## src/rtl/core/drec_pkg.sv

```systemverilog
package drec_pkg;

  localparam int MAX_RECORDS_DEF = 64;

  localparam int DAY_W   = 5;
  localparam int MONTH_W = 4;
  localparam int YEAR_W  = 14;
  localparam int TAG_W   = 16;
  localparam int KEY_W   = YEAR_W + MONTH_W + DAY_W;

  typedef struct packed {
    logic [DAY_W-1:0]   day;
    logic [MONTH_W-1:0] month;
    logic [YEAR_W-1:0]  year;
    logic [TAG_W-1:0]   tag;
  } rec_t;

  localparam int REC_W = $bits(rec_t);

  // year, month, day concatenated so unsigned order is date order
  function automatic logic [KEY_W-1:0] rec_key(input rec_t r);
    rec_key = {r.year, r.month, r.day};
  endfunction

endpackage

```

## src/rtl/core/drec_ram.sv

```systemverilog
module drec_ram #(
  parameter int WIDTH = 8,
  parameter int DEPTH = 2
) (
  input  logic                     clk,
  input  logic                     we,
  input  logic [$clog2(DEPTH)-1:0] waddr,
  input  logic [WIDTH-1:0]         wdata,
  input  logic [$clog2(DEPTH)-1:0] raddr,
  output logic [WIDTH-1:0]         rdata
);

  logic [WIDTH-1:0] mem [DEPTH];
  logic [WIDTH-1:0] rdata_r;

  always_ff @(posedge clk) begin
    if (we) begin
      mem[waddr] <= wdata;
    end
    rdata_r <= mem[raddr];
  end

  assign rdata = rdata_r;

endmodule

```

## src/rtl/core/date_record_exchange_sorter_top.sv

```systemverilog
// Loads N records (one per cycle), then sorts and emits them. One
// compare-swap per cycle, set by the single write / single read port of
// the record RAM; no input is taken meanwhile.
// rst_n is synchronous, active low: clears the sequencer and record count.
// The record RAM is not cleared; only entries written in the current set are read.
module date_record_exchange_sorter_top #(
  parameter int MAX_RECORDS = drec_pkg::MAX_RECORDS_DEF
) (
  input  logic                       clk,
  input  logic                       rst_n,

  input  logic                       in_valid,
  output logic                       in_stall,
  input  logic [drec_pkg::DAY_W-1:0]   in_day,
  input  logic [drec_pkg::MONTH_W-1:0] in_month,
  input  logic [drec_pkg::YEAR_W-1:0]  in_year,
  input  logic [drec_pkg::TAG_W-1:0]   in_tag,
  input  logic                       in_last,

  output logic                       out_valid,
  input  logic                       out_stall,
  output logic [drec_pkg::DAY_W-1:0]   out_day,
  output logic [drec_pkg::MONTH_W-1:0] out_month,
  output logic [drec_pkg::YEAR_W-1:0]  out_year,
  output logic [drec_pkg::TAG_W-1:0]   out_tag,
  output logic                       out_last
);

  localparam int AW = $clog2(MAX_RECORDS);
  localparam int CW = $clog2(MAX_RECORDS + 1);

  typedef enum logic [2:0] {
    S_LOAD,
    S_RD_I,
    S_LD_I,
    S_CMP,
    S_EMIT
  } state_t;

  state_t state_r, state_nxt;
  logic [CW-1:0] cnt_r, cnt_nxt;
  logic [CW-1:0] i_r, i_nxt;
  logic [CW-1:0] j_r, j_nxt;
  logic          out_valid_r, out_valid_nxt;
  drec_pkg::rec_t cur_r, cur_nxt;

  logic [CW-1:0] i_inc;
  logic [CW-1:0] j_inc;

  logic                      ram_we;
  logic [AW-1:0]             ram_waddr;
  drec_pkg::rec_t            ram_wdata;
  logic [AW-1:0]             ram_raddr;
  logic [drec_pkg::REC_W-1:0] ram_rdata;
  drec_pkg::rec_t            rd_rec;
  drec_pkg::rec_t            in_rec;

  assign in_rec = '{day: in_day, month: in_month, year: in_year, tag: in_tag};
  assign rd_rec = drec_pkg::rec_t'(ram_rdata);
  assign i_inc  = i_r + CW'(1);
  assign j_inc  = j_r + CW'(1);

  drec_ram #(
    .WIDTH (drec_pkg::REC_W),
    .DEPTH (MAX_RECORDS)
  ) u_store (
    .clk   (clk),
    .we    (ram_we),
    .waddr (ram_waddr),
    .wdata (ram_wdata),
    .raddr (ram_raddr),
    .rdata (ram_rdata)
  );

  // Entry i is held in cur_r while j sweeps the rest; a swap writes cur_r
  // back at j. After the sweep cur_r holds the final entry i and is emitted.
  always_comb begin
    state_nxt     = state_r;
    cnt_nxt       = cnt_r;
    i_nxt         = i_r;
    j_nxt         = j_r;
    out_valid_nxt = out_valid_r;
    cur_nxt       = cur_r;
    ram_we        = 1'b0;
    ram_waddr     = cnt_r[AW-1:0];
    ram_wdata     = in_rec;
    ram_raddr     = i_r[AW-1:0];
    unique case (state_r)
      S_LOAD: begin
        if (in_valid) begin
          if (cnt_r < CW'(MAX_RECORDS)) begin
            ram_we  = 1'b1;
            cnt_nxt = cnt_r + CW'(1);
          end
          if (in_last) begin
            i_nxt     = '0;
            state_nxt = S_RD_I;
          end
        end
      end
      S_RD_I: begin
        state_nxt = S_LD_I;
      end
      S_LD_I: begin
        cur_nxt   = rd_rec;
        ram_raddr = i_inc[AW-1:0];
        j_nxt     = i_inc;
        if (i_inc < cnt_r) begin
          state_nxt = S_CMP;
        end else begin
          state_nxt     = S_EMIT;
          out_valid_nxt = 1'b1;
        end
      end
      S_CMP: begin
        // read of j+1 overlaps the write-back at j
        ram_raddr = j_inc[AW-1:0];
        if (drec_pkg::rec_key(cur_r) > drec_pkg::rec_key(rd_rec)) begin
          ram_we    = 1'b1;
          ram_waddr = j_r[AW-1:0];
          ram_wdata = cur_r;
          cur_nxt   = rd_rec;
        end
        if (j_inc < cnt_r) begin
          j_nxt = j_inc;
        end else begin
          state_nxt     = S_EMIT;
          out_valid_nxt = 1'b1;
        end
      end
      S_EMIT: begin
        if (!out_stall) begin
          out_valid_nxt = 1'b0;
          if (i_inc == cnt_r) begin
            cnt_nxt   = '0;
            state_nxt = S_LOAD;
          end else begin
            i_nxt     = i_inc;
            state_nxt = S_RD_I;
          end
        end
      end
      default: begin
        state_nxt = S_LOAD;
      end
    endcase
  end

  always_ff @(posedge clk) begin
    if (!rst_n) begin
      state_r     <= S_LOAD;
      cnt_r       <= '0;
      i_r         <= '0;
      j_r         <= '0;
      out_valid_r <= 1'b0;
    end else begin
      state_r     <= state_nxt;
      cnt_r       <= cnt_nxt;
      i_r         <= i_nxt;
      j_r         <= j_nxt;
      out_valid_r <= out_valid_nxt;
    end
    cur_r <= cur_nxt;
  end

  assign in_stall  = (state_r != S_LOAD);
  assign out_valid = out_valid_r;
  assign out_day   = cur_r.day;
  assign out_month = cur_r.month;
  assign out_year  = cur_r.year;
  assign out_tag   = cur_r.tag;
  assign out_last  = (i_inc == cnt_r);

`ifndef SYNTHESIS
  a_cnt_bound: assert property (@(posedge clk) disable iff (!rst_n)
    cnt_r <= CW'(MAX_RECORDS))
    else $error("record count above store depth");

  a_no_overlap: assert property (@(posedge clk) disable iff (!rst_n)
    out_valid |-> in_stall)
    else $error("input open while a result is pending");

  a_sweep_order: assert property (@(posedge clk) disable iff (!rst_n)
    (state_r == S_CMP) |-> (j_r > i_r && j_r < cnt_r))
    else $error("compare index outside the sweep");

  a_reopen: assert property (@(posedge clk) disable iff (!rst_n)
    (out_valid && !out_stall && out_last) |=> (!in_stall && cnt_r == '0))
    else $error("set not closed after final transaction");
`endif

endmodule
```

## config.mk

```make
export PLATFORM = sky130hd
export DESIGN_NAME = date_record_exchange_sorter_top
export DESIGN_NICKNAME = d
export VERILOG_FILES = /design/src/rtl/core/drec_pkg.sv /design/src/rtl/core/drec_ram.sv /design/src/rtl/core/date_record_exchange_sorter_top.sv
export SDC_FILE = /design/constraint.sdc
export NUM_CORES = 2
export LEC_CHECK = 0
export BUFFER_PORTS_ARGS = -buffer_cell sky130_fd_sc_hd__buf_2
export CAP_MARGIN = 10
export CORE_MARGIN = 2
export CORE_UTILIZATION = 25
export CTS_BUF_LIST = sky130_fd_sc_hd__clkbuf_16
export CTS_CLUSTER_DIAMETER = 100
export DETAILED_ROUTE_END_ITERATION = 7
export SETUP_SLACK_MARGIN = 0.5
export SYNTH_ARGS = -nofsm -noshare
export SYNTH_HDL_FRONTEND = slang
export SYNTH_HIERARCHICAL = 1
export SYNTH_SLANG_ARGS = --single-unit
```

## constraint.sdc

```tcl
create_clock -name clk -period 17.52 [get_ports clk]
set_input_delay 3.504 -clock clk [delete_from_list [all_inputs] [get_ports clk]]
set_output_delay 3.504 -clock clk [all_outputs]
set_load 0.01 [all_outputs]
```

Word-level counts from Yosys, hierarchy flattened
Memory sizes are Yosys's and may differ from the RTL's. A register that Yosys moved wholly into a read port is not among the register bits.
Cells that the tools add are included.
- memories kept: 1
- output and inout bits: 42
- flip-flop bits (word level): 64
- bits in writable memories: 2496
- memories (name ; words ; bits a word ; read ports ; clocked after Yosys merged registers in ; write ports ; RTL line ; text):
    u_store.mem ; 64 ; 39 ; 1 ; 1 ; 1 ; drec_ram.sv:13 ; logic [WIDTH-1:0] mem [DEPTH];
- muxes and demuxes: 36
- order comparisons: 4
- eq/ne operators: 15
- add/sub/neg operators: 3
- reductions and logical operators: 11
- operator list (kind ; count):
    $mux W39 ; 3
    $pmux W39 S2 ; 1
    $mux W7 ; 9
    $pmux W7 S2 ; 3
    $gt A23 B23 Y1 ; 1
    $add A7 B1 Y7 const B ; 3
    $ne A2 B2 Y1 const B ; 10
    $mux W3 ; 5
    $pmux W3 S5 ; 1
    $lt A7 B7 Y1 ; 2
    $mux W6 ; 2
    $pmux W6 S2 ; 1
    $reduce_and A5 Y1 ; 2
    $mux W1 ; 9
    $reduce_and A4 Y1 ; 2
    $eq A7 B7 Y1 ; 1
    $lt A7 B7 Y1 const B ; 1
    $eq A3 B2 Y1 const B ; 2
    $reduce_bool A3 Y1 ; 2
    $reduce_and A2 Y1 ; 2
    $reduce_bool A2 Y1 ; 2
    $eq A3 B1 Y1 const B ; 1
    $eq A3 B3 Y1 const B ; 1
    $logic_not A3 Y1 ; 1
    2 further kinds ; 2

Logic depth before layout (Yosys ltp)
- depth in word-level cells: 6
- mapped depth: 15
- gate-level depth less buffers: 11

Hierarchy
The synthesis kept the hierarchy.
- by module, submodules not included (module ; instances ; cells an instance ; seq. area each (um^2) ; area an instance (um^2)):
    drec_ram ; 1 ; 4059 ; 75732.6 ; 95352.7
    date_record_exchange_sorter_top ; 1 ; 628 ; 1671.6 ; 5536.6

Least setup slack after synthesis
Ideal clock, no wire load.
- path kind: input-to-reg
- start: input in_valid
- end: memory u_store/mem[49][0] in the netlist's numbering (enable)
- buffers on the path: 0
- path slack: 9980 ps
- data required time: 17037 ps
- library setup time: 483 ps
- cell stages on the path: 6
- data arrival time: 7056 ps
- cells stage by stage: nor3b_1 -> inv_1 -> o21ai_0 -> nor2b_1 -> nand4_1 -> nor3_1
- word-level cells in the longest chain between the ends: 4
- RTL lines (what ; RTL line ; text):
    start: declaration ; date_record_exchange_sorter_top.sv:12 ; input logic in_valid,
    $mux W1 ; date_record_exchange_sorter_top.sv:90 ; if (in_valid) begin
    $pmux W1 S2 ; date_record_exchange_sorter_top.sv:88 ; unique case (state_r)
    named net ram_we ; date_record_exchange_sorter_top.sv:50 ; logic ram_we;
    $mux W1 ; drec_ram.sv:17 ; if (we) begin
    $mux W1 (not written as such) ; drec_ram.sv:18 ; mem[waddr] <= wdata;
    end: declaration ; drec_ram.sv:13 ;
The timed path passes the listed nets, and every way through them passes these cells.

Final worst setup path
- start: register i_r[0]
- end: output out_last
- word-level cells in the longest chain between the ends: 2
- RTL lines (what ; RTL line ; text):
    start: declaration ; date_record_exchange_sorter_top.sv:42 ; logic [CW-1:0] i_r, i_nxt;
    start signal: assignment ; date_record_exchange_sorter_top.sv:159 ; i_r <= i_nxt;
    $add A7 B1 Y7 ; date_record_exchange_sorter_top.sv:60 ; assign i_inc = i_r + CW'(1);
    $eq A7 B7 Y1 ; date_record_exchange_sorter_top.sv:172 ; assign out_last = (i_inc == cnt_r);
    end: declaration ; date_record_exchange_sorter_top.sv:26 ; output logic out_last
No other way between the ends.

==> run_results.csv <==
group,metric,value,unit
place,gp_congestion,0.840,
cts,cts_max_level,5,
sta,drv_slew,0,
grt,antenna_found_initial,32,
cells_and_area,fin_nets,5048,
synth,synth-compound-area-share,0.0370,
cells_and_area,design_area,117000,µm²
synth,synth_warnings,6,
sta,min_period,6770,ps
synth,synth-edff-count,2535,
synth,synth_fp_nets,4770,
cts,postCtsSetupRepairBufs,0,
routing,via_per_inst,4.93,
status,status,"finished, final reports clean",
critical_path,worst-r2r-cell-count,12,
sta,setup_viol,0,
grt,grt_pass1_wl,400000,µm
cts,postCtsResizedCells,0,
synth,ys_ff_latch,2599,
critical_path,critical_path_depth,8,
power_and_ir_drop,vdd_drop_max,0.0962,mV
critical_path,critical-path-slowest-cell,"dfxtp_1",
routing,ant_nets,0,
sta,worstMarginPinSlew,1190,ps
sta,period_share,0.386,
sta,tns,0,ps
synth,ys_seq_area_frac,0.767,
routing,avgRoutedWirePerCell,27.3,µm
grt,grt_pass1_vias,51181,
floorplanning,die_h,639,µm
synth,synthXorXnorAreaFrac,0.00122,
synth,muxShareOfSynthArea,0.151,
sta,timing.fmax,0.148,GHz
critical_path,critical_path_class,"flop to output pin",
grt,track_usage,0.136,
power_and_ir_drop,fin_total_pwr,0.0133,W
routing,via_count,51594,
synth,synth_top_area_share,0.755,
critical_path,worstPathMaxFanout,8,
power_and_ir_drop,p_per_area,113,nW/µm²
routing,wl,286000,µm
cts,numClockSinks,2599,
cells_and_area,syn_to_final_growth,16.1,%
place,io_buffers,85,
floorplanning,dieArea,409000,µm²
critical_path,cp.required,14020,ps
hold_path,worstHoldPathType,"flop to flop",
place,dpl_cell_area,109000,µm²
critical_path,critical_path.cell_chain,"ha_1 > nand2_1 > nor2_1 > xor2_1 > ha_1 > nand4_1 > nor2_1 > buf_2",
routing,drtIter0Drc,7128,
critical_path,critPathCaptureType,"output pin",
synth,synthCells,4687,
synth,async_reset_ff_frac,0,
sta,hold_violations,0,
sta,clock_skew,66.4,ps
synth,syn-cell-area,101000,µm²
synth,synth_area_leaders,"edfxtp_1 (75%), mux4_2 (14%), dfxtp_1 (1.3%), mux2i_1 (1.0%), o22ai_1 (1.0%)",
synth,synth_top_family_by_area,"multiplexers",
sta,rsz0062_at_grt,"no",
critical_path,start_kind,"flop",
critical_path,worst-path-buf-inv,1,
cts,clk_path_buf_depth,4,
critical_path,crit_family,"simple AND/OR/NAND/NOR gates",
place,dp_hpwl,164000,µm
cts,clkSlewWorstSetupHoldPaths,60,ps
floorplanning,row_count,233,
sta,slew_headroom,0.206,
cts,cts_hold_buf,0,
synth,yosys.area.top_type,"edfxtp_1",
cells_and_area,final_layout_size_suffix_gt1_frac,0.270,
cts,cts_tree,"built",
floorplanning,die_w,639,µm
grt,gr-total-overflow,0,
cts,insertion_delay,920,ps
power_and_ir_drop,p_leak,34.7,nW
routing,drc,0,
routing,dr.pass1.iters,5,
synth,synthSimpleGateAreaFrac,0.0222,
synth,synth_cell_types,69,
floorplanning,core-area,402000,µm²
cts,cts.root.buffer_cell,"clkbuf_16",
floorplanning,io_pins,86,
grt,grt_start_max_net_pins,121,
hold_path,min_path_cells,0,
critical_path,crit_arrival,3260,ps
cts,cts_buffers,280,
job,maxCapViolCount,0,
synth,synth_flop_cell,"edfxtp_1",
floorplanning,start_util,0.251,
critical_path,slowest_delay,570,ps
cells_and_area,utilization,0.291,
synth,avgSynthCellArea,21.5,µm²
synth,synth_fa_ha_area_frac,0.00484,
==> per-stage QoR <==
stage / hold WS, ps / std cells / worst slack (ps)
6_report: 404 / 10467 / 10750
5_1_grt: 410 / 10456 / 10510
4_1_cts: 406 / 10453 / 10670
3_5_place_dp: 390 / 9969 / 10320
3_3_place_gp: 387 / 9966 / 10320
2_1_floorplan: 386 / 4687 / 9980
==> flip-flops by register name, indices dropped and copies added, names as in the netlist <==
name / cells
j_r: 7
out_month: 4
out_tag: 16
out_valid: 1
out_year: 14
out_day: 5
i_r: 7
state_r: 3
u_store/mem: 2496
u_store/rdata: 39
cnt_r: 7
==> layer usage <==
layer / track usage / share of wire
met2: 0.220 / 0.48
met4: 0.0477 / 0.034
met5: 0 / 0.00014
met1: 0.182 / 0.40
met3: 0.0271 / 0.091
==> synthesized netlist by cell type, drive strengths merged, types with 7 or more instances <==
| master | n |
|---|---|
| edfxtp | 2535 |
| nor4 | 34 |
| o22a | 8 |
| nand2b | 13 |
| nor2b | 30 |
| o311ai | 46 |
| ha | 39 |
| clkbuf | 114 |
| o211ai | 53 |
| nand2 | 68 |
| o21ai | 47 |
| mux2 | 32 |
| and4 | 7 |
| a211oi | 22 |
| mux2i | 101 |
| buf | 165 |
| mux4 | 614 |
| inv | 39 |
| a221oi | 17 |
| xor2 | 8 |
| a21oi | 44 |
| nand4 | 10 |
| a22oi | 47 |
| o22ai | 161 |
| nand3 | 87 |
| a22o | 13 |
| dfxtp | 64 |
| o21a | 14 |
| a2bb2oi | 7 |
| and3 | 46 |
| nor2 | 117 |
| nor3 | 9 |
| o221ai | 22 |
==> cell families (layout without fill, tap and decap cells) <==
| kind of cell | Yosys count | count (layout) |
|---|---|---|
| other cells | 0 | 13 |
| simple gates | 443 | 443 |
| compound gates | 527 | 527 |
| mux | 747 | 747 |
| flops | 2599 | 2599 |
| xor+xnor | 14 | 14 |
| fa+ha+maj | 39 | 39 |
| buf+inv | 318 | 798 |
==> area by class of cell <==
type / instances / area (µm²)
flip-flops and latches: 2599 / 77400
inverters: 39 / 146
clock inverters: 197 / 1330
diodes: 13 / 32.5
well taps: 5287 / 6620
multi-input cells: 1770 / 22500
clock buffers: 287 / 7180
fillers: 38956 / 285000
repair buffers: 275 / 1960
==> report_power, final <==
group | internal [W] | switching [W]
Combinational | 0.000200 | 0.000517
Clock | 0.00322 | 0.00233
Sequential | 0.00699 | 0.0000258
==> worst register-to-register path, cell delays in order, from the launching register on <==
cell      delay, ps
edfxtp_1        450
ha_1            340
nand4_1         390
nor4_4          580
o31a_2          480
buf_4           600
nor4b_1         240
o21ai_0         660
buf_4           300
nor2b_1         300
nand3_1         690
nor2_4          900
buf_4           450
==> cell usage in the layout (no fill, tap or decap), drive strengths merged, types with 64 or more instances in the layout <==
master and n:
buf 275, clkbuf 287, clkinv 103, dfxtp 64, edfxtp 2535, inv 112
mux2i 101, mux4 614, nand2 68, nand3 87, nor2 117, o22ai 161
==> worst paths after layout <==
path / endpoint / startpoint / slack (ps)
worst min register to register: out_tag[15] / u_store/rdata[15] / 400
worst min-delay path: out_tag[15] / u_store/rdata[15] / 400
worst max register to register: u_store/mem[62][23] / out_month[3] / 10770
worst max-delay path: out_last / i_r[0] / 10750
Power figures use the tool's default switching activity.
